## src/rtl/spor_pkg.sv

```systemverilog
// Package: types and constants of the sparse patch overlay reader
`timescale 1ns / 1ps
package spor_pkg;

    localparam int TEXT_DEPTH_DEF  = 65536;
    localparam int TABLE_DEPTH_DEF = 1024;
    localparam int MAX_READ_DEF    = 64;
    localparam int CFG_W           = 17;
    localparam int POS_W           = 16;
    localparam int LEN_W           = 7;

    typedef enum logic [1:0] {
        REQ_WRITE  = 2'd0,
        REQ_APPEND = 2'd1,
        REQ_READ   = 2'd2,
        REQ_CLEAR  = 2'd3
    } t_req;

    typedef enum logic [1:0] {
        ST_OK     = 2'd0,
        ST_REJECT = 2'd1,
        ST_BYTE   = 2'd2,
        ST_EMPTY  = 2'd3
    } t_status;

    typedef enum logic [2:0] {
        S_IDLE,
        S_SINGLE,
        S_SRCH,
        S_SRCH_CMP,
        S_RD,
        S_EMIT
    } t_state;

    // classified command handed from front to back
    typedef struct packed {
        t_req             req;
        logic [POS_W-1:0] pos;
        logic [7:0]       val;
        logic [LEN_W-1:0] len;   // clamped window length for reads
        logic             empty; // read yields a single empty result
    } t_cmd;

    typedef struct packed {
        t_status    status;
        logic [7:0] data_byte;
        logic [5:0] buffer_index;
        logic       last;
    } t_rsp;

endpackage

```

## src/rtl/spor_req_if.sv

```systemverilog
// Request channel interface
`timescale 1ns / 1ps
interface spor_req_if;
    logic        valid;
    logic        ready;
    logic [1:0]  req_type;
    logic [15:0] position;
    logic [7:0]  byte_value;
    logic [6:0]  read_length;

    modport source (output valid, req_type, position, byte_value, read_length, input ready);
    modport sink   (input valid, req_type, position, byte_value, read_length, output ready);
endinterface

```

## src/rtl/spor_front.sv

```systemverilog
// Front end: holds text length, classifies requests and clamps read windows
`timescale 1ns / 1ps
module spor_front #(
    parameter int TEXT_DEPTH = spor_pkg::TEXT_DEPTH_DEF,
    parameter int MAX_READ   = spor_pkg::MAX_READ_DEF
) (
    input  logic                        i_clk,
    input  logic                        i_rst_n,
    input  logic                        i_cfg_we,
    input  logic [spor_pkg::CFG_W-1:0]  i_cfg_wdata,
    spor_req_if.sink                    i_req,
    output logic                        o_push_valid,
    output spor_pkg::t_cmd              o_push_cmd,
    input  logic                        i_push_ready
);
    import spor_pkg::*;

    localparam int AW  = $clog2(TEXT_DEPTH) + 1;
    localparam int TLW = (AW > CFG_W) ? AW : CFG_W;

    logic [CFG_W-1:0] r_text_len;
    logic [TLW-1:0]   w_tlen;
    logic [TLW-1:0]   w_pos;
    logic [LEN_W-1:0] w_len;
    logic [TLW-1:0]   w_end;

    always_ff @(posedge i_clk) begin
        if (!i_rst_n) begin
            r_text_len <= '0;
        end else if (i_cfg_we) begin
            r_text_len <= i_cfg_wdata;
        end
    end

    always_comb begin
        w_tlen = TLW'(r_text_len);
        if (w_tlen > TLW'(TEXT_DEPTH)) begin
            w_tlen = TLW'(TEXT_DEPTH);
        end
        w_pos = TLW'(i_req.position);
        w_len = i_req.read_length;
        if (w_len > LEN_W'(MAX_READ)) begin
            w_len = LEN_W'(MAX_READ);
        end
        w_end = w_pos + TLW'(w_len);
        if (w_end > w_tlen && w_pos < w_tlen) begin
            w_len = LEN_W'(w_tlen - w_pos);
        end

        o_push_cmd.req   = t_req'(i_req.req_type);
        o_push_cmd.pos   = i_req.position;
        o_push_cmd.val   = i_req.byte_value;
        o_push_cmd.len   = w_len;
        o_push_cmd.empty = (w_pos >= w_tlen) || (i_req.read_length == '0);
    end

    assign o_push_valid = i_req.valid;
    assign i_req.ready  = i_push_ready;

endmodule

```

## src/flat_wrapper.sv

```systemverilog
// flat-port wrapper written by rule: the top's interface ports become plain ports
module spor_front_flat import spor_pkg::*;
#(
    parameter int TEXT_DEPTH = spor_pkg::TEXT_DEPTH_DEF,
    parameter int MAX_READ   = spor_pkg::MAX_READ_DEF
)
  (i_clk, i_rst_n, i_cfg_we, i_cfg_wdata, o_push_valid, o_push_cmd, i_push_ready, i_req_valid, i_req_req_type, i_req_position, i_req_byte_value, i_req_read_length, i_req_ready);
  spor_req_if i_req_i ();
  input  logic i_clk;
  input  logic i_rst_n;
  input  logic i_cfg_we;
  input  logic [spor_pkg::CFG_W-1:0] i_cfg_wdata;
  output logic o_push_valid;
  output spor_pkg::t_cmd o_push_cmd;
  input  logic i_push_ready;
  input wire logic [$bits(i_req_i.valid)-1:0] i_req_valid;
  input wire logic [$bits(i_req_i.req_type)-1:0] i_req_req_type;
  input wire logic [$bits(i_req_i.position)-1:0] i_req_position;
  input wire logic [$bits(i_req_i.byte_value)-1:0] i_req_byte_value;
  input wire logic [$bits(i_req_i.read_length)-1:0] i_req_read_length;
  output wire logic [$bits(i_req_i.ready)-1:0] i_req_ready;
  assign i_req_i.valid = i_req_valid;
  assign i_req_i.req_type = i_req_req_type;
  assign i_req_i.position = i_req_position;
  assign i_req_i.byte_value = i_req_byte_value;
  assign i_req_i.read_length = i_req_read_length;
  assign i_req_ready = i_req_i.ready;
  spor_front #(.TEXT_DEPTH(TEXT_DEPTH), .MAX_READ(MAX_READ)) u_core (.i_clk(i_clk), .i_rst_n(i_rst_n), .i_cfg_we(i_cfg_we), .i_cfg_wdata(i_cfg_wdata), .i_req(i_req_i), .o_push_valid(o_push_valid), .o_push_cmd(o_push_cmd), .i_push_ready(i_push_ready));
endmodule
```

## config.mk

```make
export PLATFORM = sky130hd
export DESIGN_NAME = spor_front_flat
export DESIGN_NICKNAME = d
export VERILOG_FILES = /design/src/rtl/spor_pkg.sv /design/src/rtl/spor_req_if.sv /design/src/rtl/spor_front.sv /design/src/flat_wrapper.sv
export SDC_FILE = /design/constraint.sdc
export NUM_CORES = 1
export LEC_CHECK = 0
export BUFFER_PORTS_ARGS = -buffer_cell sky130_fd_sc_hd__buf_2
export CORE_UTILIZATION = 45
export CTS_BUF_LIST = sky130_fd_sc_hd__clkbuf_8 sky130_fd_sc_hd__clkbuf_16
export DETAILED_ROUTE_END_ITERATION = 8
export PLACE_DENSITY = 0.74
export SLEW_MARGIN = 5
export SYNTH_ARGS = -nofsm -noshare
export SYNTH_HDL_FRONTEND = slang
export SYNTH_SLANG_ARGS = --single-unit
export TNS_END_PERCENT = 5
```

## constraint.sdc

```tcl
create_clock -name i_clk -period 5.5 [get_ports i_clk]
set_input_delay 1.1 -clock i_clk [delete_from_list [all_inputs] [get_ports i_clk]]
set_output_delay 1.1 -clock i_clk [all_outputs]
set_load 0.005 [all_outputs]
```

==> results of run 1 <==
[cell usage in the layout, fill, tap and decap left out, types with 2 or more instances in the layout]
cell type	count
a211oi_1	3
a21oi_1	10
a21oi_2	2
and2b_2	5
buf_2	60
buf_4	15
buf_6	6
clkbuf_8	3
dfxtp_1	17
ha_1	44
ha_4	2
inv_1	19
inv_2	2
mux2_4	6
mux2i_1	18
nand2_1	27
nand2b_1	2
nand3_1	2
nand4_1	7
nor2_1	23
nor2b_1	22
nor3_1	6
nor3b_2	2
nor4_1	5
o21a_1	5
o21ai_0	5
o21ai_1	2
o21ai_2	2
o311ai_1	2
xnor2_1	8
xor2_1	9
[metrics by stage]
step,hold WS [ns],TNS [ns]
2_1_floorplan,0.505,0
5_1_grt,0.576,-1.82
4_1_cts,0.540,-0.124
3_5_place_dp,0.530,-1.61
6_report,0.537,-0.709
3_3_place_gp,0.521,-0.239
[cells in the mapped netlist]
master      n
a2111o_1    1
a211oi_1    3
a21boi_1    1
a21o_1      1
a21oi_1    10
a21oi_2     2
a2bb2oi_1   1
a41o_1      1
and2b_2     5
and4_4      1
buf_2       1
buf_4      28
clkbuf_1    3
dfxtp_1    17
fa_1        2
ha_1       46
inv_1      19
inv_2       1
mux2_4      6
mux2i_1    18
nand2_1    27
nand2_2     1
nand2b_1    2
nand3_1     2
nand3_2     1
nand4_1     7
nand4_4     1
nor2_1     24
nor2b_1    23
nor3_1      6
nor3_2      1
nor3b_1     3
nor4_1      5
o21a_1      5
o21ai_0     5
o21ai_1     5
o22a_2      1
o311ai_1    2
o31a_1      1
or3_1       1
xnor2_1     8
xor2_1      9
[path summary, 6_finish.rpt]
| path | from | endpoint | slack, ns | cells after the start |
|---|---|---|---|---|
| worst max register to register | u_core.r_text_len[4] | u_core.r_text_len[4] | 4.84 | 2 |
| worst max-delay path | i_req_read_length[6] | o_push_cmd[7] | -0.11 | 19 |
| worst min-delay path | u_core.r_text_len[13] | u_core.r_text_len[13] | 0.54 | 2 |
| worst min register to register | u_core.r_text_len[13] | u_core.r_text_len[13] | 0.54 | 2 |
[worst reg2reg max path, delay by kind of cell, from the launching register on]
| kind | cells | cell delay, ns |
|---|---|---|
| muxes | 1 | 0.09 |
| and+or+nand+nor | 1 | 0.14 |
| DFF | 1 | 0.36 |
[report_power, final]
group	switching [uW]	internal, uW	leakage (uW)
logic	130	132	0.00134
registers	6.18	131	0.000140
clock network	37.3	49.4	0.0000269
total	173	312	0.00150
[cell families after synthesis]
kind of cell             count (synthesis)  synth area share
multiplexers                            24             0.107
AND/OR/NAND/NOR                        110             0.235
flip-flops                              17             0.135
adder cells (fa/ha/maj)                 48             0.243
XOR/XNOR                                17            0.0589
AO/OA/AOI/OAI                           39             0.102
buffers and inverters                   52             0.119
[layout make-up]
type	count	area [sq um]	share of cell area
Tap cell	70	87.6	0.0292
Multi-Input combinational cell	238	1960	0.653
Clock inverter	1	3.75	0.00125
Sequential cell	17	340	0.113
Clock buffer	3	41.3	0.0138
Inverter	20	75.1	0.0250
Timing Repair Buffer	82	495	0.165
[layer usage]
layer  vias up  track usage
met5         -            0
met4         0       0.0566
met3        10       0.0179
met2        66        0.360
met1      1051        0.270
li1       1146            -
[repair_timing]
action                                  in CTS  in global routing
endpoints found under the setup margin       7                  7
gates cloned                                 0                  0
resized for setup                           17                  7
pin swaps                                   15                 12
buffers inserted                             3                  3
hold endpoints to repair                     0                  0
==> impl_metrics.py, run 1 <==
metrics = {
    "synth": {
        "syn_area_per_cell_sq_um": 8.24,
        "syn_inst": 307,
        "synth-seq-area-share": 0.135,
        "synth_area_sq_um": 2530,
        "ys_warn_count": 0,
        "synth_top_cell_area_share": 0.227,
        "ys_ff_latch": 17,
        "synth_fp_nets": 410,
        "synth_area_leaders": "ha_1 23%, dfxtp_1 13%, buf_4 8.3%, mux2i_1 7.1%, nor2b_1 5.7%",
        "synth_top_cell_by_area": "ha_1",
        "ys_types": 42,
    },
    "final_layout": {
        "layoutNonFillerInstCount": 431,
        "nets": 465,
        "fin_util": 0.570,
        "reg_top3": "u_core.r_text_len x17",
        "fin_area_sq_um": 3000,
        "largest_reg_flops": 17,
        "diodes": 0,
        "syn2layout_area_growth_pct": 18.7,
        "top_register": "u_core.r_text_len",
        "drive_gt1_frac": 0.327,
        "fillers": 510,
    },
    "place": {
        "dp_hpwl_um": 5040,
        "gp_congestion": 0.857,
        "pre_cts_ws_ns": -0.251,
        "io_buffers": 66,
        "dp.cells": 421,
        "placed_cell_area_sq_um": 2800,
    },
    "status": {
        "violations": "negative setup slack",
        "outcome": "finished with violations",
    },
    "routing": {
        "dr_wl_met3_um": 264,
        "drt_iter0_drc": 110,
        "drt-total-wl_um": 6130,
        "num_vias": 2273,
        "drtAntennaViolNets": 0,
        "drc": 0,
        "vias_per_cell": 5.27,
        "top_layer": "met4",
        "wl_per_cell_um": 14.2,
        "met1Wirelength_um": 2890,
        "first_pass_iters": 4,
        "wl_met2_um": 2910,
    },
    "cts": {
        "cts.sinks": 17,
        "clk_pin_slew_worst_paths_ns": 0.06,
        "cts_tree": "yes",
        "clk_path_buf_depth": 2,
        "cts_buffers": 3,
        "hold_buffers": 0,
        "clock_latency_ns": 0.24,
        "clock-root-buffer": "clkbuf_8",
        "htreeDepth": 1,
    },
    "sta": {
        "fin_ws_ns": -0.109,
        "post-route-period-util": 1.02,
        "slew_headroom": 0.665,
        "fin_crit_ns": 5.61,
        "worst_slew_pin_slew_ns": 0.503,
        "rsz0062_at_grt": "true",
        "hold_viol_final": 0,
        "final_max_slew_viol_count": 0,
        "fin_skew_ns": 0,
        "final-setup-viol-count": 7,
        "max_freq_mhz": 178,
    },
    "floorplanning": {
        "row_count": 26,
        "core_sq_um": 5270,
        "ioPinCount": 91,
        "die_area_sq_um": 5930,
        "start_util": 0.480,
        "die_height_um": 77.0,
        "dieWidth_um": 77.0,
    },
    "worst_setup_path": {
        "critPathKind": "primary input to primary output",
        "critPathRequiredTime_ns": 4.40,
        "start_kind": "primary input",
        "cp_max_fo": 7,
        "critPathBufInv": 3,
        "cp_slowest_cell": "fa_2",
        "worstPathArrival_ns": 4.51,
        "crit_family": "simple AND/OR/NAND/NOR gates",
        "crit_chain": "buf_8 -> and2b_2 -> ha_4 -> inv_2 -> fa_2 -> nor2b_2 -> o21ai_2 -> a21boi_2 -> o21ai_4 -> nor3b_2 -> xor2_1 -> ha_1 -> a21oi_1 -> o21a_1 -> a2bb2oi_2 -> nand3_2 -> nand4_4 -> mux2_4 -> buf_6",
        "crit_path_end_kind": "primary output",
        "max_stage_delay_ns": 0.34,
    },
    "global_route": {
        "antenna_found_initial": 0,
        "grt_pass1_vias": 2251,
        "grt_pass1_wl_um": 9980,
        "track_usage": 0.206,
        "grt_start_max_net_pins": 18,
        "overflow": 0,
    },
    "power": {
        "peakVddDrop_uv": 115,
        "cellPowerDensity_nw_per_um2": 162,
        "total_power_uw": 485,
        "power.leakage_uw": 0.00150,
    },
    "worst_hold_path": {
        "hp-class": "flop to flop",
    },
    "run": {
        "maxCapViolCount": 0,
    },
}
No activity file was read; power rests on OpenSTA's default activity.
==> run 2, diff against run 1 <==
--- a/config.mk
+++ b/config.mk
@@ -5,11 +5,12 @@
 export SDC_FILE = /design/constraint.sdc
 export NUM_CORES = 1
 export LEC_CHECK = 0
+export ABC_CLOCK_PERIOD_IN_PS = 5500
 export BUFFER_PORTS_ARGS = -buffer_cell sky130_fd_sc_hd__buf_2
-export CORE_UTILIZATION = 45
+export CORE_UTILIZATION = 51
 export CTS_BUF_LIST = sky130_fd_sc_hd__clkbuf_8 sky130_fd_sc_hd__clkbuf_16
 export DETAILED_ROUTE_END_ITERATION = 8
-export PLACE_DENSITY = 0.74
+export PLACE_DENSITY = 0.82
 export SLEW_MARGIN = 5
 export SYNTH_ARGS = -nofsm -noshare
 export SYNTH_HDL_FRONTEND = slang
==> run 2 against run 1 <==
The run still ends with negative setup slack left. Core utilization grew 3.7 points. Via count decreased by 1.1%. Cell count decreased by 2.6%. Sequential power is essentially flat. Clock-buffer cell count did not move. Critical path depth is the same. Global-route usage is 2.7 points higher. Die area decreased by 11%. Routed wire length fell by 4.4%. Flip-flop and latch count stayed put. Non-clock buffer count shrank 8.
==> impl_metrics.py, run 2 (synthesized netlist as in run 1, its figures left out) <==
metrics = {
    "status": {
        "outcome": "finished with violations",
        "violations": "negative setup slack",
    },
    "sta": {
        "hold_ws_ns": 0.537,
        "slew_headroom": 0.665,
        "fin_ws_ns": -0.0412,
        "final-setup-viol-count": 6,
        "rsz0062_at_grt": "true",
        "final_max_slew_viol_count": 0,
        "hold_viol_final": 0,
        "fin_skew_ns": 0,
        "fin_crit_ns": 5.54,
        "post-route-period-util": 1.01,
        "worst_slew_pin_slew_ns": 0.502,
        "max_freq_mhz": 180,
    },
    "final_layout": {
        "reg_top3": "u_core.r_text_len x17",
        "register_area_sq_um": 340,
        "diodes": 0,
        "nets": 457,
        "top_register": "u_core.r_text_len",
        "fin_area_sq_um": 2880,
        "final_cell_mix": "66 x buf_2, 45 x ha_1, 25 x nand2_1",
        "largest_reg_flops": 17,
        "fillers": 420,
        "drive_gt1_frac": 0.309,
        "multi_input_area_sq_um": 1950,
        "syn2layout_area_growth_pct": 14.0,
        "layout_commonest_cell": "buf_2",
    },
    "routing": {
        "drtAntennaViolNets": 0,
        "vias_per_cell": 5.35,
        "drc": 0,
        "drt-total-wl_um": 5860,
        "num_vias": 2248,
        "drt_iter0_drc": 139,
        "first_pass_iters": 4,
        "wl_per_cell_um": 13.9,
    },
    "cts": {
        "cts.sinks": 17,
        "cts_tree": "yes",
        "cts_buffers": 3,
        "clk_pin_slew_worst_paths_ns": 0.06,
        "clock_latency_ns": 0.25,
        "clk_path_buf_depth": 2,
        "htreeDepth": 1,
        "clock-root-buffer": "clkbuf_8",
    },
    "floorplanning": {
        "ioPinCount": 91,
        "die_area_sq_um": 5250,
        "die_height_um": 72.4,
        "start_util": 0.532,
        "core_sq_um": 4750,
        "row_count": 25,
        "dieWidth_um": 72.4,
    },
    "worst_setup_path": {
        "cp_max_fo": 7,
        "crit_family": "simple AND/OR/NAND/NOR gates",
        "critPathKind": "primary input to primary output",
        "worstPathArrival_ns": 4.44,
        "cp_slowest_cell": "fa_2",
        "r2r_start": "u_core.r_text_len[4]",
        "rr_endpoint": "u_core.r_text_len[4]",
        "critPathRequiredTime_ns": 4.40,
        "crit_cells": 19,
        "crit_chain": "buf_2 -> and2b_2 -> ha_4 -> inv_1 -> fa_2 -> nor2b_1 -> o21ai_1 -> a21boi_2 -> o21ai_2 -> nor3b_2 -> xor2_1 -> ha_1 -> a21oi_1 -> o21a_1 -> a2bb2oi_2 -> nand3_2 -> nand4_4 -> mux2_4 -> buf_2",
        "max_stage_delay_ns": 0.34,
        "r2r_slack_ns": 4.84,
        "critPathBufInv": 3,
        "start_kind": "primary input",
        "critPathCapture": "o_push_cmd[1]",
        "cp_common_cell": "buf_2",
        "cp-startpoint": "i_req_read_length[6]",
        "crit_path_end_kind": "primary output",
        "worst-r2r-cell-count": 2,
    },
    "place": {
        "io_buffers": 66,
        "gp_congestion": 0.941,
        "placed_cell_area_sq_um": 2760,
        "dp_hpwl_um": 4820,
    },
    "power": {
        "cellPowerDensity_nw_per_um2": 164,
        "peakVddDrop_uv": 161,
        "power.leakage_uw": 0.00145,
    },
    "global_route": {
        "grt_pass1_vias": 2267,
        "grt_start_max_net_pins": 18,
        "grt_pass1_wl_um": 9720,
        "antenna_found_initial": 0,
        "overflow": 0,
        "track_usage": 0.234,
    },
    "worst_hold_path": {
        "hp-class": "flop to flop",
    },
    "run": {
        "maxCapViolCount": 0,
    },
}
-- run 2: changes by cell type in the layout (fill, tap and decap cells not counted), moves of 2 or more --
cell,before,now
buf_6,6,0
o21ai_1,2,5
nand2_1,27,25
buf_2,60,66
buf_4,15,8
nand2_2,1,3
-- run 2: cell type report --
class	instances	area share
Timing Repair Buffer	74	0.135
Tap cell	67	0.0291
Clock buffer	3	0.0143
Clock inverter	1	0.00174
Inverter	20	0.0260
Sequential cell	17	0.118
Multi-Input combinational cell	238	0.675
-- run 2: timing repair --
item                                    4_1_cts  5_1_grt
resized for setup                            13        1
endpoints found under the setup margin        7        7
buffers inserted                              2        0
pin swaps                                    15        2
hold buffers                                  0        0
-- run 2: worst reg2reg max path, delay by kind of cell (launching register included) --
| family | cells | cell delay [ns] |
|---|---|---|
| flip-flops | 1 | 0.33 |
| multiplexers | 1 | 0.16 |
| AND/OR/NAND/NOR | 1 | 0.07 |
-- run 2: report_power, final --
| group | internal, uW | switching (uW) | total, uW |
|---|---|---|---|
| combinational | 119 | 127 | 247 |
| clock | 50.1 | 39.7 | 89.8 |
| sequential | 131 | 6.27 | 137 |
| total | 300 | 173 | 474 |
-- run 2: layer usage --
metal / up-vias / GRT usage / wire, um
met5: - / 0 / 0
met4: 0 / 0.139 / 194
met3: 20 / 0.0222 / 342
met2: 77 / 0.386 / 2730
met1: 1021 / 0.295 / 2590
li1: 1130 / - / -
-- run 2: how the worst min path moves through the flow --
stage	startpoint	end	slack [ns]	depth (start not counted)
2_1_floorplan	u_core.r_text_len[1]	u_core.r_text_len[1]	0.51	2
3_3_place_gp	u_core.r_text_len[3]	u_core.r_text_len[3]	0.52	2
3_5_place_dp	u_core.r_text_len[5]	u_core.r_text_len[5]	0.53	2
4_1_cts	u_core.r_text_len[5]	u_core.r_text_len[5]	0.54	2
5_1_grt	u_core.r_text_len[5]	u_core.r_text_len[5]	0.57	2
6_report	u_core.r_text_len[5]	u_core.r_text_len[5]	0.54	2
-- run 2: through the flow --
step	power, uW	worst slack (ns)	instances	TNS [ns]	util
2_1_floorplan	311	0.317	307	0	-
3_3_place_gp	364	-0.0227	414	-0.122	0.581
3_5_place_dp	372	-0.193	414	-1.16	0.581
4_1_cts	473	0.0214	420	0	0.606
5_1_grt	512	-0.194	420	-1.23	0.607
6_report	474	-0.0412	420	-0.204	0.607
==> run 3, diff against run 2 <==
--- a/config.mk
+++ b/config.mk
@@ -11,6 +11,7 @@
 export CTS_BUF_LIST = sky130_fd_sc_hd__clkbuf_8 sky130_fd_sc_hd__clkbuf_16
 export DETAILED_ROUTE_END_ITERATION = 8
 export PLACE_DENSITY = 0.82
+export SKIP_CTS_REPAIR_TIMING = 1
 export SLEW_MARGIN = 5
 export SYNTH_ARGS = -nofsm -noshare
 export SYNTH_HDL_FRONTEND = slang
==> run 3 against run 2 <==
Total power up 2.8%. The run still ends with negative setup slack left. Routed wire length up 3.5%. Fmax down 0.75%. Clock-buffer cell count unchanged. Design area up 2.5%. Sequential power about the same. First-iteration DRC count down 33%. Non-clock buffer count up 2. Worst setup slack worse by 0.042 ns.
==> impl_metrics.py, run 3 (synthesized netlist as in run 1, its figures left out) <==
metrics = {
    "worst_setup_path": {
        "start_kind": "primary input",
        "cp_slowest_cell": "fa_2",
        "critPathRequiredTime_ns": 4.40,
        "crit_chain": "buf_6 -> and2b_2 -> ha_4 -> inv_2 -> fa_2 -> nor2b_2 -> o21ai_2 -> a21boi_2 -> o21ai_4 -> nor3b_2 -> xor2_1 -> ha_1 -> nand2_1 -> nor3_4 -> o311ai_2 -> nand3_2 -> nand4_4 -> mux2_4 -> buf_6",
        "worstPathArrival_ns": 4.48,
        "critPathKind": "primary input to primary output",
        "cp_common_cell": "buf_6",
        "crit_path_end_kind": "primary output",
        "cp_max_fo": 7,
        "max_stage_delay_ns": 0.39,
    },
    "global_route": {
        "grt_pass1_wl_um": 9200,
        "grt_pass1_vias": 2131,
        "track_usage": 0.219,
        "grt_start_max_net_pins": 18,
        "antenna_found_initial": 0,
        "overflow": 0,
    },
    "final_layout": {
        "largest_reg_flops": 17,
        "final_cell_mix": "60 x buf_2, 45 x ha_1, 26 x nand2_1",
        "nets": 459,
        "diodes": 0,
        "multi_input_area_sq_um": 1970,
        "register_area_sq_um": 340,
        "fillers": 405,
        "syn2layout_area_growth_pct": 16.9,
        "fin_util": 0.622,
        "reg_top3": "u_core.r_text_len x17",
        "top_register": "u_core.r_text_len",
        "drive_gt1_frac": 0.324,
        "layout_commonest_cell": "buf_2",
    },
    "run": {
        "maxCapViolCount": 0,
    },
    "sta": {
        "post-route-period-util": 1.02,
        "fin_ws_ns": -0.0830,
        "final_max_slew_viol_count": 0,
        "hold_viol_final": 0,
        "worst_slew_pin_slew_ns": 0.501,
        "fin_crit_ns": 5.58,
        "slew_headroom": 0.666,
        "rsz0062_at_grt": "true",
        "final-setup-viol-count": 6,
        "fin_skew_ns": 0,
        "max_freq_mhz": 179,
    },
    "cts": {
        "cts_buffers": 3,
        "clock-root-buffer": "clkbuf_8",
        "clock_latency_ns": 0.25,
        "cts.sinks": 17,
        "cts_tree": "yes",
        "clk_pin_slew_worst_paths_ns": 0.06,
        "htreeDepth": 1,
        "clk_path_buf_depth": 2,
    },
    "status": {
        "violations": "negative setup slack",
        "outcome": "finished with violations",
    },
    "place": {
        "gp_congestion": 0.941,
        "io_buffers": 66,
        "pre_cts_ws_ns": -0.193,
        "dp_hpwl_um": 4820,
    },
    "floorplanning": {
        "ioPinCount": 91,
        "die_height_um": 72.4,
        "row_count": 25,
        "core_sq_um": 4750,
        "start_util": 0.532,
        "dieWidth_um": 72.4,
        "die_area_sq_um": 5250,
    },
    "power": {
        "seqPwrFrac": 0.281,
        "swShare": 0.366,
        "cellPowerDensity_nw_per_um2": 165,
        "combPwrFrac": 0.534,
        "clock_power_share": 0.184,
        "internal_power_uw": 309,
        "power.leakage_uw": 0.00148,
        "peakVddDrop_uv": 162,
        "p_switching_uw": 178,
    },
    "routing": {
        "drt_iter0_drc": 93,
        "drtAntennaViolNets": 0,
        "drc": 0,
        "num_vias": 2275,
        "first_pass_iters": 4,
        "vias_per_cell": 5.39,
        "wl_per_cell_um": 14.4,
        "drt-total-wl_um": 6060,
    },
    "worst_hold_path": {
        "hp-class": "flop to flop",
    },
}
## run 3: final timing paths
path,to,startpoint,cells past startpoint,slack [ns]
hold reg to reg,u_core.r_text_len[5],u_core.r_text_len[5],2,0.54
setup reg to reg,u_core.r_text_len[4],u_core.r_text_len[4],2,4.84
setup / recovery,o_push_cmd[3],i_req_read_length[6],19,-0.08
hold / removal,u_core.r_text_len[5],u_core.r_text_len[5],2,0.54
## run 3: stage by stage
stage	TNS (ns)	total power [uW]	hold slack, ns	std cells	instance area (sq um)
after detailed placement	-1.16	372	0.527	414	2760
after CTS	-1.30	464	0.537	418	2810
after global routing	-1.37	524	0.565	422	2960
final	-0.454	487	0.536	422	2960
after floorplan	0	311	0.505	307	2530
after global placement	-0.122	364	0.521	414	2760
## run 3: area by class of cell
type                    count  share of cell area
multi-input cells         238               0.666
repair buffers             76               0.150
flip-flops and latches     17               0.115
well taps                  67              0.0284
inverters                  20              0.0254
clock buffers               3              0.0140
clock inverters             1             0.00169
## run 3: layer usage
metal	part of all wire	GRT usage	up-vias
met4	0.022	0.0915	0
li1	-	-	1135
met3	0.044	0.0139	14
met5	0	0	-
met1	0.46	0.292	1054
met2	0.48	0.368	72
## run 3: power groups by stage
stage / clock network, uW / registers, uW / logic, uW
3_3_place_gp: 0 / 139 / 225
6_report: 89.8 / 137 / 260
5_1_grt: 100 / 138 / 287
3_5_place_dp: 0 / 139 / 233
4_1_cts: 93.5 / 137 / 234
2_1_floorplan: 0 / 137 / 173
## run 3: critical path: cells and delay by family
| family | cells | cell delay, ns |
|---|---|---|
| fa+ha+maj | 3 | 0.88 |
| simple gates | 7 | 1.23 |
| xor+xnor | 1 | 0.11 |
| mux | 1 | 0.37 |
| buf+inv | 3 | 0.26 |
| compound gates | 4 | 0.54 |
