File: src/rtl/spor_pkg.sv
// Package: types and constants of the sparse patch overlay reader
`timescale 1ns / 1ps
package spor_pkg;

    localparam int TEXT_DEPTH_DEF  = 65536;
    localparam int TABLE_DEPTH_DEF = 1024;
    localparam int MAX_READ_DEF    = 64;
    localparam int CFG_W           = 17;
    localparam int POS_W           = 16;
    localparam int LEN_W           = 7;

    typedef enum logic [1:0] {
        REQ_WRITE  = 2'd0,
        REQ_APPEND = 2'd1,
        REQ_READ   = 2'd2,
        REQ_CLEAR  = 2'd3
    } t_req;

    typedef enum logic [1:0] {
        ST_OK     = 2'd0,
        ST_REJECT = 2'd1,
        ST_BYTE   = 2'd2,
        ST_EMPTY  = 2'd3
    } t_status;

    typedef enum logic [2:0] {
        S_IDLE,
        S_SINGLE,
        S_SRCH,
        S_SRCH_CMP,
        S_RD,
        S_EMIT
    } t_state;

    // classified command handed from front to back
    typedef struct packed {
        t_req             req;
        logic [POS_W-1:0] pos;
        logic [7:0]       val;
        logic [LEN_W-1:0] len;   // clamped window length for reads
        logic             empty; // read yields a single empty result
    } t_cmd;

    typedef struct packed {
        t_status    status;
        logic [7:0] data_byte;
        logic [5:0] buffer_index;
        logic       last;
    } t_rsp;

endpackage

File: src/rtl/spor_fifo.sv
// Two-entry command queue between front and back
`timescale 1ns / 1ps
module spor_fifo (
    input  logic           i_clk,
    input  logic           i_rst_n,
    input  logic           i_push_valid,
    input  spor_pkg::t_cmd i_push_cmd,
    output logic           o_push_ready,
    output logic           o_pop_valid,
    output spor_pkg::t_cmd o_pop_cmd,
    input  logic           i_pop_ready
);
    import spor_pkg::*;

    t_cmd       r_mem [2];
    logic       r_wp;
    logic       r_rp;
    logic [1:0] r_cnt;
    logic       w_push;
    logic       w_pop;

    assign o_push_ready = (r_cnt != 2'd2);
    assign o_pop_valid  = (r_cnt != 2'd0);
    assign o_pop_cmd    = r_mem[r_rp];
    assign w_push       = i_push_valid && o_push_ready;
    assign w_pop        = o_pop_valid && i_pop_ready;

    always_ff @(posedge i_clk) begin
        if (!i_rst_n) begin
            r_wp  <= 1'b0;
            r_rp  <= 1'b0;
            r_cnt <= 2'd0;
        end else begin
            if (w_push) begin
                r_wp <= ~r_wp;
            end
            if (w_pop) begin
                r_rp <= ~r_rp;
            end
            r_cnt <= r_cnt + 2'(w_push) - 2'(w_pop);
        end
    end

    always_ff @(posedge i_clk) begin
        if (w_push) begin
            r_mem[r_wp] <= i_push_cmd;
        end
    end

endmodule

File: config.mk
export PLATFORM = sky130hd
export DESIGN_NAME = spor_fifo
export DESIGN_NICKNAME = d
export VERILOG_FILES = /design/src/rtl/spor_pkg.sv /design/src/rtl/spor_fifo.sv
export SDC_FILE = /design/constraint.sdc
export NUM_CORES = 1
export LEC_CHECK = 0
export ABC_AREA = 1
export BUFFER_PORTS_ARGS = -buffer_cell sky130_fd_sc_hd__clkbuf_2
export CORE_MARGIN = 5
export CORE_UTILIZATION = 52
export DETAILED_ROUTE_END_ITERATION = 10
export PLACE_DENSITY_LB_ADDON = 0.1
export SLEW_MARGIN = 20
export SYNTH_ARGS = -nofsm -noshare
export SYNTH_HDL_FRONTEND = slang
export SYNTH_SLANG_ARGS = --single-unit
export TNS_END_PERCENT = 100
File: constraint.sdc
create_clock -name i_clk -period 2.95 [get_ports i_clk]
set_input_delay 0 -clock i_clk [delete_from_list [all_inputs] [get_ports i_clk]]
set_output_delay 0 -clock i_clk [all_outputs]
set_load 0.05 [all_outputs]
==> report_table.html, run 1 <==
<table>
<tr><th>Metric</th><th>Value</th></tr>
<tr><th colspan="2">Placed design</th></tr>
<tr><td>Port Buffer Count</td><td>73</td></tr>
<tr><td>Detail Placement HPWL</td><td>3334 um</td></tr>
<tr><td>RePlAce Congestion</td><td>0.6852</td></tr>
<tr><th colspan="2">Timing</th></tr>
<tr><td>Maximum clock frequency</td><td>490.7 MHz</td></tr>
<tr><td>Post-route clock period utilization</td><td>0.6908</td></tr>
<tr><td>Setup TNS</td><td>0 ns</td></tr>
<tr><td>Final min period</td><td>2.038 ns</td></tr>
<tr><td>Final Hold Violating Endpoints</td><td>0</td></tr>
<tr><td>RSZ-0062 raised after global routing</td><td>false</td></tr>
<tr><td>Max transition margin</td><td>0.5433</td></tr>
<tr><td>Final setup violation count</td><td>0</td></tr>
<tr><td>Worst-margin pin slew</td><td>0.6843 ns</td></tr>
<tr><td>Number of slew-limit violations in the final report</td><td>0</td></tr>
<tr><td>Final Skew</td><td>0.004502 ns</td></tr>
<tr><th colspan="2">Clocking</th></tr>
<tr><td>Number of buffers added by the clock tree synthesis step</td><td>9</td></tr>
<tr><td>Cells resized by post-CTS repair</td><td>0</td></tr>
<tr><td>Maximum buffer depth of the clock tree</td><td>2</td></tr>
<tr><td>Root Buffer</td><td>sky130_fd_sc_hd__clkbuf_8</td></tr>
<tr><td>Worst-Skew Late Latency</td><td>0.33 ns</td></tr>
<tr><td>TritonCTS Sinks</td><td>73</td></tr>
<tr><td>Clock tree from TritonCTS</td><td>built</td></tr>
<tr><td>Number of H-tree levels</td><td>3</td></tr>
<tr><td>Clock transition time at the flip-flop clock pins of the worst setup and hold paths</td><td>0.07 ns</td></tr>
<tr><th colspan="2">Synthesis</th></tr>
<tr><td>Combined area of all synthesized cells</td><td>2849 um2</td></tr>
<tr><td>Mean area per synthesized cell</td><td>20.06 um2</td></tr>
<tr><td>Number of flip-flops and latches in the synthesized netlist</td><td>73</td></tr>
<tr><td>Number of synthesis warnings</td><td>0</td></tr>
<tr><td>Register area share after synthesis</td><td>0.7519</td></tr>
<tr><td>Area share of the leading cell type in the synthesized netlist</td><td>0.7167</td></tr>
<tr><td>Number of unique standard cell types used by synthesis</td><td>12</td></tr>
<tr><td>Most area-hungry cell type in the Yosys netlist</td><td>sky130_fd_sc_hd__edfxtp_1</td></tr>
<tr><td>Net count after synthesis</td><td>182</td></tr>
<tr><td>Top area cells in the synthesized netlist</td><td>sky130_fd_sc_hd__edfxtp_1, sky130_fd_sc_hd__mux2_4, sky130_fd_sc_hd__dfxtp_1</td></tr>
<tr><td>Gate count after technology mapping</td><td>142</td></tr>
<tr><th colspan="2">Floorplanning</th></tr>
<tr><td>Die width</td><td>84.02 um</td></tr>
<tr><td># IOs</td><td>74</td></tr>
<tr><td>Height of the die</td><td>84.02 um</td></tr>
<tr><td>Core footprint</td><td>5405 um2</td></tr>
<tr><td>Die area</td><td>7059 um2</td></tr>
<tr><td>FP Rows</td><td>27</td></tr>
<tr><td>Initial standard-cell utilization of the core</td><td>0.5271</td></tr>
<tr><th colspan="2">Global routing</th></tr>
<tr><td>Global-route usage over all layers</td><td>0.1532</td></tr>
<tr><td>Pin count of the biggest net entering global routing</td><td>20</td></tr>
<tr><td>Wire length of the first global-routing pass</td><td>8176 um</td></tr>
<tr><td>Initial antenna violation count</td><td>0</td></tr>
<tr><td>GR Overflow Total</td><td>0</td></tr>
<tr><td>Via count of the first global-routing pass</td><td>1733</td></tr>
<tr><th colspan="2">Detailed routing</th></tr>
<tr><td>WL/cell</td><td>14.59 um</td></tr>
<tr><td>Number of vias per cell</td><td>4.737</td></tr>
<tr><td>Remaining number of nets flagged by the antenna check after routing</td><td>0</td></tr>
<tr><td>Pre-Repair DR Iteration Count</td><td>4</td></tr>
<tr><td>Routed wire length</td><td>4946 um</td></tr>
<tr><td>DRC viols</td><td>0</td></tr>
<tr><td>Via Count</td><td>1606</td></tr>
<tr><td>Violation count after the first detailed-routing iteration</td><td>118</td></tr>
<tr><th colspan="2">Worst setup path</th></tr>
<tr><td>Reg-to-Reg Start</td><td>r_cnt[0]</td></tr>
<tr><td>Max Fanout on Critical Path</td><td>18</td></tr>
<tr><td>Endpoint of the most critical register-to-register path</td><td>r_mem[0][28]</td></tr>
<tr><td>Startpoint kind of the worst setup timing path</td><td>flip-flop</td></tr>
<tr><td>Critical path data arrival time</td><td>2.04 ns</td></tr>
<tr><td>Classification of the worst setup path</td><td>reg2out</td></tr>
<tr><td>Required time reported for the critical path endpoint</td><td>2.95 ns</td></tr>
<tr><td>Reg-to-reg slack, setup</td><td>1.23 ns</td></tr>
<tr><td>Kind of capture point of the worst setup path</td><td>output port</td></tr>
<tr><td>Register-to-Register Path Depth</td><td>5</td></tr>
<tr><th colspan="2">Power</th></tr>
<tr><td>Worst ir drop on vdd</td><td>0.5281 mV</td></tr>
<tr><td>Static power due to leakage</td><td>1.580 nW</td></tr>
<tr><td>Power density normalized to cell area</td><td>877.7 nW/um2</td></tr>
<tr><th colspan="2">Layout</th></tr>
<tr><td>Fraction of layout cells with a size suffix above 1</td><td>0.4757</td></tr>
<tr><td># fillers</td><td>362</td></tr>
<tr><td>Number of nets in the layout</td><td>302</td></tr>
<tr><td>Post-Route Utilization</td><td>0.7090</td></tr>
<tr><td>Area added between synthesis and finish</td><td>34.52%</td></tr>
<tr><td>ANT cells</td><td>0</td></tr>
<tr><th colspan="2">Status</th></tr>
<tr><td>Outcome</td><td>complete, no violations</td></tr>
<tr><th colspan="2">Min path</th></tr>
<tr><td>Worst Hold Launch</td><td>i_push_cmd[10]</td></tr>
<tr><td>Number of cells traversed by the worst hold path</td><td>2</td></tr>
<tr><td>Worst min-delay path class</td><td>in2reg</td></tr>
<tr><td>Endpoint of the worst hold path</td><td>r_mem[1][10]</td></tr>
<tr><th colspan="2">Job</th></tr>
<tr><td>Max Cap Viol</td><td>0</td></tr>
</table>
-- report_power, final --
part           switching, mW  total [mW]  leakage, nW  internal (mW)
sequential            0.0779        1.39        0.677           1.31
combinational          0.843        1.26        0.807          0.414
clock                  0.334       0.715       0.0962          0.381
-- Yosys cell counts, drive strengths merged --
cell type and n:
buf 4, mux2 34, ha 2, nor2 8
nand2 9, nand3 3, a21oi 2, dfxtp 5
inv 7, edfxtp 68
-- registers in the layout, indices dropped and copies added, names as in the netlist, named ones only --
register,flops
r_mem,68
r_wp,1
r_cnt,2
r_rp,1
-- metal layers --
metal  vias to the layer above  GRT usage  share of wire  wire length, um
met1                       763     0.1674           0.38             1893
met2                        60     0.2532           0.53             2597
li1                        769          -              -                -
met4                         0     0.1023          0.030              150
met5                         -          0              0                0
met3                        14    0.04837          0.061              304
-- worst max-delay path: stages (launching register included) --
cell,delay [ns]
sky130_fd_sc_hd__dfxtp_2,0.66
sky130_fd_sc_hd__buf_4,0.42
sky130_fd_sc_hd__mux2_2,0.38
sky130_fd_sc_hd__clkbuf_2,0.24
-- worst max path at each step --
stage | startpoint | to | depth (start not counted)
floorplan | r_cnt[0] | r_mem[0][0] | 4
global placement | flip-flop | o_pop_cmd[0] | 3
detailed placement | r_cnt[0] | r_mem[0][28] | 5
CTS | flip-flop | o_pop_cmd[0] | 3
global route | flip-flop | o_pop_cmd[0] | 3
finish | flip-flop | o_pop_cmd[0] | 3
-- placed cells by master, fill, tap and decap left out --
cell type                       count
sky130_fd_sc_hd__ha_1               2
sky130_fd_sc_hd__dlygate4sd3_1     37
sky130_fd_sc_hd__dfxtp_2            1
sky130_fd_sc_hd__bufinv_16          1
sky130_fd_sc_hd__nand3_1            3
sky130_fd_sc_hd__clkinvlp_4         1
sky130_fd_sc_hd__mux2_4            30
sky130_fd_sc_hd__nand2_1            9
sky130_fd_sc_hd__edfxtp_1          68
sky130_fd_sc_hd__clkbuf_8           9
sky130_fd_sc_hd__clkinv_1           1
sky130_fd_sc_hd__clkinv_2           4
sky130_fd_sc_hd__a21oi_1            2
sky130_fd_sc_hd__nor2_1             7
sky130_fd_sc_hd__inv_1              7
sky130_fd_sc_hd__buf_12             1
sky130_fd_sc_hd__dfxtp_1            4
sky130_fd_sc_hd__clkbuf_2          73
sky130_fd_sc_hd__mux2_2             4
sky130_fd_sc_hd__buf_4              2
sky130_fd_sc_hd__nor2_4             1
-- metrics by stage --
| stage | total power, mW | hold slack (ns) | instance area, um2 | instances | worst slack, ns |
|---|---|---|---|---|---|
| detailed placement | 2.646 | 0.1926 | 3277 | 286 | 1.207 |
| floorplan | 2.439 | 0.09345 | 2849 | 142 | 0.1546 |
| global placement | 2.618 | 0.1880 | 3277 | 286 | 1.266 |
| finish | 3.364 | 0.4002 | 3832 | 339 | 0.9122 |
| CTS | 3.402 | 0.3708 | 3832 | 339 | 0.8711 |
| global route | 3.529 | 0.3843 | 3832 | 339 | 0.7912 |
-- cell families after synthesis --
family | share of synthesized area
adders and majority gates | 0.008782
DFF | 0.7519
and+or+nand+nor | 0.02767
muxes | 0.1739
AOI/OAI and AO/OA | 0.003514
buffers and inverters | 0.03426
-- area by class of cell --
type / instances / area [um2] / share of cell area
multi-input cells: 58 / 616.8 / 0.1610
inverters: 7 / 26.28 / 0.006856
flip-flops and latches: 73 / 2143 / 0.5593
clock inverters: 7 / 61.31 / 0.01600
well taps: 72 / 90.09 / 0.02351
clock buffers: 9 / 123.9 / 0.03232
repair buffers: 113 / 770.7 / 0.2011
-- what timing repair did --
action / 4_1_cts / 5_1_grt
setup buffers: 0 / 0
hold endpoints to repair: 73 / 0
hold buffers: 37 / 0
Note: power is estimated with default switching activity, not from simulation.
==> inputs of run 2 (changes only) <==
==> constraint.sdc (replaced) <==
create_clock -name i_clk -period 2.1 [get_ports i_clk]
set_input_delay 0 -clock i_clk [delete_from_list [all_inputs] [get_ports i_clk]]
set_output_delay 0 -clock i_clk [all_outputs]
set_load 0.05 [all_outputs]
==> run 2 against run 1 <==
Effect of this change:
- via count rose by 1.1%
- sequential power grew 40%
- count of clock-buffer cells in the layout unchanged
- non-clock buffer count is 2 higher
- global-route usage about the same
- flip-flop and latch count is the same
- core utilization grew 1.2 points
- combinational power rose by 44%
- highest routed layer unchanged
- final cell count up 0.59%
- sequential share of layout area fell by 0.90 points
==> report_table.html, run 2 (synthesized netlist as in run 1, its figures left out) <==
<table>
<tr><th>Metric</th><th>Value</th></tr>
<tr><th colspan="2">Placed design</th></tr>
<tr><td>Detail Placement HPWL</td><td>3355 um (+0.66%)</td></tr>
<tr><td>Number of placed instances, taps included</td><td>288 (+0.70%)</td></tr>
<tr><td>Port Buffer Count</td><td>73 (unchanged)</td></tr>
<tr><td>RePlAce Congestion</td><td>0.7274 (+6.2%)</td></tr>
<tr><th colspan="2">Power</th></tr>
<tr><td>Logic gate share of total power</td><td>0.361 (-0.013)</td></tr>
<tr><td>Static power due to leakage</td><td>1.607 nW (+1.7%)</td></tr>
<tr><td>Net Switching</td><td>1.786 mW (+42%)</td></tr>
<tr><td>Worst ir drop on vdd</td><td>0.7763 mV (+47%)</td></tr>
<tr><td>Power density normalized to cell area</td><td>1285 nW/um2 (+46%)</td></tr>
<tr><td>Net switching fraction of the power</td><td>0.3568 (-0.01636)</td></tr>
<tr><td>Final total power</td><td>5.004 mW (+49%)</td></tr>
<tr><td>Sequential share of power</td><td>0.389 (-0.025)</td></tr>
<tr><td>Part of the power in the clock network</td><td>0.250 (+0.037)</td></tr>
<tr><td>Power Internal</td><td>3.218 mW (+53%)</td></tr>
<tr><th colspan="2">Worst setup path</th></tr>
<tr><td>Required time reported for the critical path endpoint</td><td>2.10 ns (-0.85 ns)</td></tr>
<tr><td>Classification of the worst setup path</td><td>reg2out</td></tr>
<tr><td>Kind of capture point of the worst setup path</td><td>output port</td></tr>
<tr><td>Largest stage delay, worst path</td><td>0.53 ns (-0.13 ns)</td></tr>
<tr><td>Crit-path cells</td><td>buf_4, mux2_4, clkbuf_2</td></tr>
<tr><td>Critical path data arrival time</td><td>1.72 ns (-0.32 ns)</td></tr>
<tr><td>Startpoint kind of the worst setup timing path</td><td>flip-flop</td></tr>
<tr><td>Max Fanout on Critical Path</td><td>10 (-8)</td></tr>
<tr><td>Slowest CP cell</td><td>sky130_fd_sc_hd__dfxtp_2</td></tr>
<tr><th colspan="2">Layout</th></tr>
<tr><td>Leading cell types in the layout, fill and taps excluded</td><td>sky130_fd_sc_hd__clkbuf_2, sky130_fd_sc_hd__edfxtp_1, sky130_fd_sc_hd__dlygate4sd3_1</td></tr>
<tr><td>Reg with most FFs</td><td>r_mem</td></tr>
<tr><td>Number of flip-flops in the largest register</td><td>68 (unchanged)</td></tr>
<tr><td># fillers</td><td>374 (+3.3%)</td></tr>
<tr><td>Most common cell after layout, fill and taps aside</td><td>sky130_fd_sc_hd__clkbuf_2</td></tr>
<tr><td>Fraction of layout cells with a size suffix above 1</td><td>0.4721 (-0.003536)</td></tr>
<tr><td>Biggest regs</td><td>r_mem: 68 flops, r_cnt: 2 flops</td></tr>
<tr><td>Cell Count, Final, Fillers Out</td><td>341 (+0.59%)</td></tr>
<tr><td>Seq. cell area</td><td>2143 um2 (unchanged)</td></tr>
<tr><td>Area used by multi-input combinational logic</td><td>616.8 um2 (unchanged)</td></tr>
<tr><td>Post-Route Utilization</td><td>0.7206 (+0.01157)</td></tr>
<tr><td>Area added between synthesis and finish</td><td>36.72%</td></tr>
<tr><td>ANT cells</td><td>0 (unchanged)</td></tr>
<tr><td>Number of nets in the layout</td><td>304 (+0.66%)</td></tr>
<tr><th colspan="2">Timing</th></tr>
<tr><td>Final-layout worst hold slack</td><td>0.3980 ns (-0.002261 ns)</td></tr>
<tr><td>Final setup violation count</td><td>0 (unchanged)</td></tr>
<tr><td>Number of slew-limit violations in the final report</td><td>0 (unchanged)</td></tr>
<tr><td>Maximum clock frequency</td><td>580.6 MHz</td></tr>
<tr><td>Final Hold Violating Endpoints</td><td>0 (unchanged)</td></tr>
<tr><td>Max transition margin</td><td>0.7032 (+0.1600)</td></tr>
<tr><td>Post-route clock period utilization</td><td>0.8202</td></tr>
<tr><td>Worst-margin pin slew</td><td>0.4451 ns (-0.2392 ns)</td></tr>
<tr><td>Final Skew</td><td>0.008590 ns (+0.004088 ns)</td></tr>
<tr><td>RSZ-0062 raised after global routing</td><td>false</td></tr>
<tr><td>Final min period</td><td>1.722 ns</td></tr>
<tr><td>Setup TNS</td><td>0 ns (unchanged)</td></tr>
<tr><th colspan="2">Clocking</th></tr>
<tr><td>Maximum buffer depth of the clock tree</td><td>2 (unchanged)</td></tr>
<tr><td>Clock transition time at the flip-flop clock pins of the worst setup and hold paths</td><td>0.08 ns (about the same)</td></tr>
<tr><td>TritonCTS Sinks</td><td>73 (unchanged)</td></tr>
<tr><td>Buffer count from post-CTS setup fixing</td><td>0 (unchanged)</td></tr>
<tr><td>Clock tree from TritonCTS</td><td>built</td></tr>
<tr><td>Count of hold buffers inserted by post-cts repair</td><td>37 (unchanged)</td></tr>
<tr><td>Number of buffers added by the clock tree synthesis step</td><td>9 (unchanged)</td></tr>
<tr><td>Root Buffer</td><td>sky130_fd_sc_hd__clkbuf_8</td></tr>
<tr><td>Cells resized by post-CTS repair</td><td>0 (unchanged)</td></tr>
<tr><td>Worst-Skew Late Latency</td><td>0.33 ns (about the same)</td></tr>
<tr><td>Number of H-tree levels</td><td>3 (unchanged)</td></tr>
<tr><th colspan="2">Detailed routing</th></tr>
<tr><td>Number of vias per cell</td><td>4.762 (+0.53%)</td></tr>
<tr><td>Remaining number of nets flagged by the antenna check after routing</td><td>0 (unchanged)</td></tr>
<tr><td>DRC viols</td><td>0 (unchanged)</td></tr>
<tr><td>Violation count after the first detailed-routing iteration</td><td>90 (-24%)</td></tr>
<tr><td>Routed wire length</td><td>5008 um (+1.3%)</td></tr>
<tr><td>Pre-Repair DR Iteration Count</td><td>4 (unchanged)</td></tr>
<tr><td>Via Count</td><td>1624 (+1.1%)</td></tr>
<tr><td>WL/cell</td><td>14.69 um (+0.66%)</td></tr>
<tr><th colspan="2">Global routing</th></tr>
<tr><td>Via count of the first global-routing pass</td><td>1822 (+5.1%)</td></tr>
<tr><td>Initial antenna violation count</td><td>0 (unchanged)</td></tr>
<tr><td>Wire length of the first global-routing pass</td><td>8231 um (+0.67%)</td></tr>
<tr><td>GR Overflow Total</td><td>0 (unchanged)</td></tr>
<tr><td>Global-route usage over all layers</td><td>0.1527 (-0.0004536)</td></tr>
<tr><td>Pin count of the biggest net entering global routing</td><td>35 (+75%)</td></tr>
<tr><th colspan="2">Min path</th></tr>
<tr><td>Worst min-delay path class</td><td>in2reg</td></tr>
<tr><th colspan="2">Floorplanning</th></tr>
<tr><td># IOs</td><td>74 (unchanged)</td></tr>
<tr><td>Die width</td><td>84.02 um (unchanged)</td></tr>
<tr><td>Height of the die</td><td>84.02 um (unchanged)</td></tr>
<tr><td>Die area</td><td>7059 um2 (unchanged)</td></tr>
<tr><td>Core footprint</td><td>5405 um2 (unchanged)</td></tr>
<tr><td>FP Rows</td><td>27 (unchanged)</td></tr>
<tr><td>Initial standard-cell utilization of the core</td><td>0.5271 (unchanged)</td></tr>
<tr><th colspan="2">Status</th></tr>
<tr><td>Outcome</td><td>complete, no violations</td></tr>
<tr><th colspan="2">Job</th></tr>
<tr><td>Max Cap Viol</td><td>0 (unchanged)</td></tr>
</table>
==> run 2: final cells by class <==
| class | instances | share of cell area |
|---|---|---|
| Clock buffer | 9 | 0.03180 |
| Clock inverter | 7 | 0.02795 |
| Multi-Input combinational cell | 58 | 0.1584 |
| Timing Repair Buffer | 115 | 0.2017 |
| Tap cell | 72 | 0.02313 |
| Sequential cell | 73 | 0.5503 |
| Inverter | 7 | 0.006746 |
==> run 2: worst paths after layout <==
kind                                      from       endpoint  slack, ns  cells past startpoint
worst max-delay path                 flip-flop  o_pop_cmd[29]       0.38                      3
worst min-delay path            i_push_cmd[20]   r_mem[0][20]       0.40                      2
worst max register to register        r_cnt[0]       r_cnt[1]       0.45                     10
worst min register to register            r_rp           r_rp       0.53                      2
==> run 2: per-layer routing <==
metal	vias to the layer above	global-route usage	routed length, um
met3	10	0.04245	236
met2	47	0.2776	2832
met4	0	0.07164	102
met5	-	0	0
met1	787	0.1614	1837
li1	780	-	-
==> run 2: worst max-delay path: cells and delay by family (launching register included) <==
kind | cells | cell delay [ns]
buffers and inverters | 2 | 0.53
flip-flops | 1 | 0.53
multiplexers | 1 | 0.32
==> run 2: power by group through the flow <==
stage / clock network (mW) / registers [mW] / logic, mW
floorplan: 0 / 1.93 / 1.50
global placement: 0 / 1.96 / 1.73
detailed placement: 0 / 1.98 / 1.77
CTS: 1.27 / 1.95 / 1.83
global route: 1.34 / 1.97 / 1.90
finish: 1.25 / 1.95 / 1.81
==> run 2: metrics by stage <==
stage	setup WS [ns]	cell area [um2]
after floorplan	0.07231	2856
after global placement	0.6494	3292
after detailed placement	0.4629	3292
after CTS	0.3400	3895
after global routing	0.2848	3895
final	0.3776	3895
==> inputs of run 3 (changes only) <==
==> constraint.sdc (replaced) <==
create_clock -name i_clk -period 1.8 [get_ports i_clk]
set_input_delay 0 -clock i_clk [delete_from_list [all_inputs] [get_ports i_clk]]
set_output_delay 0 -clock i_clk [all_outputs]
set_load 0.05 [all_outputs]
==> run 3 against run 2 <==
Effect of this change:
- sequential share of layout area rose by 1.3 points
- highest routed layer unchanged
- worst hold slack worse by 0.0072 ns
- via count up 0.25%
- largest power group unchanged
- critical path type unchanged
==> report_table.html, run 3 (synthesized netlist as in run 1, its figures left out) <==
<table>
<tr><th>Metric</th><th>Value</th></tr>
<tr><th colspan="2">Global routing</th></tr>
<tr><td>Initial antenna violation count</td><td>0 (unchanged)</td></tr>
<tr><td>Global-route usage over all layers</td><td>0.1530 (+0.0002429)</td></tr>
<tr><td>Pin count of the biggest net entering global routing</td><td>20 (-43%)</td></tr>
<tr><td>Via count of the first global-routing pass</td><td>1769 (-2.9%)</td></tr>
<tr><td>Wire length of the first global-routing pass</td><td>8183 um (-0.58%)</td></tr>
<tr><td>GR Overflow Total</td><td>0 (unchanged)</td></tr>
<tr><th colspan="2">Layout</th></tr>
<tr><td>Seq. cell area</td><td>2143 um2 (unchanged)</td></tr>
<tr><td>Reg with most FFs</td><td>r_mem</td></tr>
<tr><td>Number of flip-flops in the largest register</td><td>68 (unchanged)</td></tr>
<tr><td>Cell Count, Final, Fillers Out</td><td>340 (-0.29%)</td></tr>
<tr><td>Finished Cell Area</td><td>3806 um2 (-2.3%)</td></tr>
<tr><td>Area added between synthesis and finish</td><td>33.60%</td></tr>
<tr><td>Most common cell after layout, fill and taps aside</td><td>sky130_fd_sc_hd__clkbuf_2</td></tr>
<tr><td>Area used by multi-input combinational logic</td><td>619.3 um2 (+0.41%)</td></tr>
<tr><td>Leading cell types in the layout, fill and taps excluded</td><td>sky130_fd_sc_hd__clkbuf_2, sky130_fd_sc_hd__edfxtp_1, sky130_fd_sc_hd__dlygate4sd3_1</td></tr>
<tr><td>Biggest regs</td><td>r_mem: 68 flops, r_cnt: 2 flops</td></tr>
<tr><td>ANT cells</td><td>0 (unchanged)</td></tr>
<tr><td># fillers</td><td>376 (+0.53%)</td></tr>
<tr><td>Fraction of layout cells with a size suffix above 1</td><td>0.4701 (-0.001970)</td></tr>
<tr><td>Number of nets in the layout</td><td>305 (+0.33%)</td></tr>
<tr><td>Post-Route Utilization</td><td>0.7042 (-0.01643)</td></tr>
<tr><th colspan="2">Placed design</th></tr>
<tr><td>Placement-stage cell area</td><td>3293 um2 (about the same)</td></tr>
<tr><td>Detail Placement HPWL</td><td>3379 um (+0.71%)</td></tr>
<tr><td>RePlAce Congestion</td><td>0.7217 (-0.78%)</td></tr>
<tr><td>Number of placed instances, taps included</td><td>289 (+0.35%)</td></tr>
<tr><td>Worst slack at placement</td><td>0.2123 ns (-0.2506 ns)</td></tr>
<tr><td>Port Buffer Count</td><td>73 (unchanged)</td></tr>
<tr><th colspan="2">Worst setup path</th></tr>
<tr><td>Endpoint of the most critical register-to-register path</td><td>r_cnt[1]</td></tr>
<tr><td>Reg-to-Reg Start</td><td>r_cnt[0]</td></tr>
<tr><td>Classification of the worst setup path</td><td>reg2out</td></tr>
<tr><td>Critical path data arrival time</td><td>1.61 ns (-0.11 ns)</td></tr>
<tr><td>Termination of the worst setup path</td><td>o_pop_cmd[2]</td></tr>
<tr><td>Max Fanout on Critical Path</td><td>19 (+9)</td></tr>
<tr><td>Register-to-Register Path Depth</td><td>10 (unchanged)</td></tr>
<tr><td>Required time reported for the critical path endpoint</td><td>1.80 ns (-0.30 ns)</td></tr>
<tr><td>Reg-to-reg slack, setup</td><td>0.21 ns (-0.24 ns)</td></tr>
<tr><td>Kind of capture point of the worst setup path</td><td>output port</td></tr>
<tr><td>Startpoint kind of the worst setup timing path</td><td>flip-flop</td></tr>
<tr><th colspan="2">Detailed routing</th></tr>
<tr><td>Number of vias per cell</td><td>4.788 (+0.54%)</td></tr>
<tr><td>Pre-Repair DR Iteration Count</td><td>4 (unchanged)</td></tr>
<tr><td>WL/cell</td><td>14.74 um (+0.39%)</td></tr>
<tr><td>Remaining number of nets flagged by the antenna check after routing</td><td>0 (unchanged)</td></tr>
<tr><td>Routed wire length</td><td>5013 um (about the same)</td></tr>
<tr><td>Violation count after the first detailed-routing iteration</td><td>82 (-8.9%)</td></tr>
<tr><td>DRC viols</td><td>0 (unchanged)</td></tr>
<tr><td>Via Count</td><td>1628 (+0.25%)</td></tr>
<tr><th colspan="2">Power</th></tr>
<tr><td>Power Internal</td><td>3.323 mW (+3.2%)</td></tr>
<tr><td>Static power due to leakage</td><td>1.559 nW (-3.0%)</td></tr>
<tr><td>Final total power</td><td>5.352 mW (+6.9%)</td></tr>
<tr><td>Net switching fraction of the power</td><td>0.3791 (+0.02224)</td></tr>
<tr><td>Power density normalized to cell area</td><td>1406 nW/um2 (+9.4%)</td></tr>
<tr><td>Worst ir drop on vdd</td><td>1.072 mV (+38%)</td></tr>
<tr><td>Sequential share of power</td><td>0.418 (+0.029)</td></tr>
<tr><td>Logic gate share of total power</td><td>0.399 (+0.038)</td></tr>
<tr><td>Net Switching</td><td>2.029 mW (+14%)</td></tr>
<tr><td>Part of the power in the clock network</td><td>0.183 (-0.067)</td></tr>
<tr><th colspan="2">Clocking</th></tr>
<tr><td>Worst-Skew Late Latency</td><td>0.33 ns (about the same)</td></tr>
<tr><td>Number of H-tree levels</td><td>3 (unchanged)</td></tr>
<tr><td>Clock tree from TritonCTS</td><td>built</td></tr>
<tr><td>Root Buffer</td><td>sky130_fd_sc_hd__clkbuf_8</td></tr>
<tr><td>Number of buffers added by the clock tree synthesis step</td><td>9 (unchanged)</td></tr>
<tr><td>Clock transition time at the flip-flop clock pins of the worst setup and hold paths</td><td>0.07 ns (about the same)</td></tr>
<tr><td>Maximum buffer depth of the clock tree</td><td>2 (unchanged)</td></tr>
<tr><td>TritonCTS Sinks</td><td>73 (unchanged)</td></tr>
<tr><th colspan="2">Floorplanning</th></tr>
<tr><td>Core footprint</td><td>5405 um2 (unchanged)</td></tr>
<tr><td>Initial standard-cell utilization of the core</td><td>0.5271 (unchanged)</td></tr>
<tr><td>Height of the die</td><td>84.02 um (unchanged)</td></tr>
<tr><td>FP Rows</td><td>27 (unchanged)</td></tr>
<tr><td># IOs</td><td>74 (unchanged)</td></tr>
<tr><td>Die area</td><td>7059 um2 (unchanged)</td></tr>
<tr><td>Die width</td><td>84.02 um (unchanged)</td></tr>
<tr><th colspan="2">Timing</th></tr>
<tr><td>Final setup violation count</td><td>0 (unchanged)</td></tr>
<tr><td>Number of slew-limit violations in the final report</td><td>0 (unchanged)</td></tr>
<tr><td>Maximum clock frequency</td><td>622.4 MHz</td></tr>
<tr><td>Post-route clock period utilization</td><td>0.8926</td></tr>
<tr><td>Max transition margin</td><td>0.7730 (+0.06976)</td></tr>
<tr><td>Setup TNS</td><td>0 ns (unchanged)</td></tr>
<tr><td>Final min period</td><td>1.607 ns</td></tr>
<tr><td>RSZ-0062 raised after global routing</td><td>false</td></tr>
<tr><td>Final Hold Violating Endpoints</td><td>0 (unchanged)</td></tr>
<tr><td>Worst-margin pin slew</td><td>0.3405 ns (-0.1046 ns)</td></tr>
<tr><td>Final Skew</td><td>0.003786 ns (-0.004804 ns)</td></tr>
<tr><td>Final-layout worst hold slack</td><td>0.3908 ns (-0.007235 ns)</td></tr>
<tr><td>Setup ws final</td><td>0.1934 ns (-0.1842 ns)</td></tr>
<tr><th colspan="2">Job</th></tr>
<tr><td>Max Cap Viol</td><td>0 (unchanged)</td></tr>
<tr><th colspan="2">Min path</th></tr>
<tr><td>Worst min-delay path class</td><td>in2reg</td></tr>
<tr><th colspan="2">Status</th></tr>
<tr><td>Outcome</td><td>complete, no violations</td></tr>
</table>
run 3: metal layers:
layer,vias to the layer above,part of all wire,global-route usage
met5,-,0,0
met4,0,0.014,0.06140
met3,8,0.063,0.06022
met2,56,0.55,0.2747
met1,786,0.37,0.1576
li1,778,-,-
run 3: layout make-up:
type / instances / share of cell area
sequential: 73 / 0.5631
inverter: 7 / 0.007890
tap: 72 / 0.02367
clock inverter: 2 / 0.001972
timing repair buffer: 116 / 0.2051
clock buffer: 12 / 0.03550
multi-input combinational: 58 / 0.1627
run 3: power by group through the flow:
stage | Sequential, mW | Clock (mW) | Combinational [mW]
after floorplan | 2.25 | 0 | 1.76
after global placement | 2.25 | 0 | 2.05
after detailed placement | 2.27 | 0 | 2.09
after CTS | 2.23 | 1.00 | 2.16
after global routing | 2.26 | 1.08 | 2.26
final | 2.24 | 0.982 | 2.13
run 3: timing repair:
| item | 4_1_cts | 5_1_grt |
|---|---|---|
| buffers inserted | 0 | 0 |
| resized for setup | 0 | 0 |
| endpoints found under the hold margin | 73 | 0 |
| hold buffers | 37 | 0 |
run 3: critical path, stage by stage (launching register included):
cell and delay (ns):
sky130_fd_sc_hd__dfxtp_2 0.33, sky130_fd_sc_hd__buf_4 0.32, sky130_fd_sc_hd__mux2_2 0.39, sky130_fd_sc_hd__clkbuf_2 0.24
run 3: worst min-delay path by stage:
stage / start / endpoint / slack (ns) / cells past startpoint
final: i_push_cmd[9] / r_mem[0][9] / 0.39 / 2
after global routing: i_push_cmd[9] / r_mem[1][9] / 0.39 / 2
after CTS: i_push_cmd[33] / r_mem[0][33] / 0.39 / 2
after detailed placement: i_push_cmd[33] / r_mem[0][33] / 0.19 / 1
after global placement: i_push_cmd[9] / r_mem[1][9] / 0.19 / 1
after floorplan: i_rst_n / r_cnt[0] / 0.09 / 2
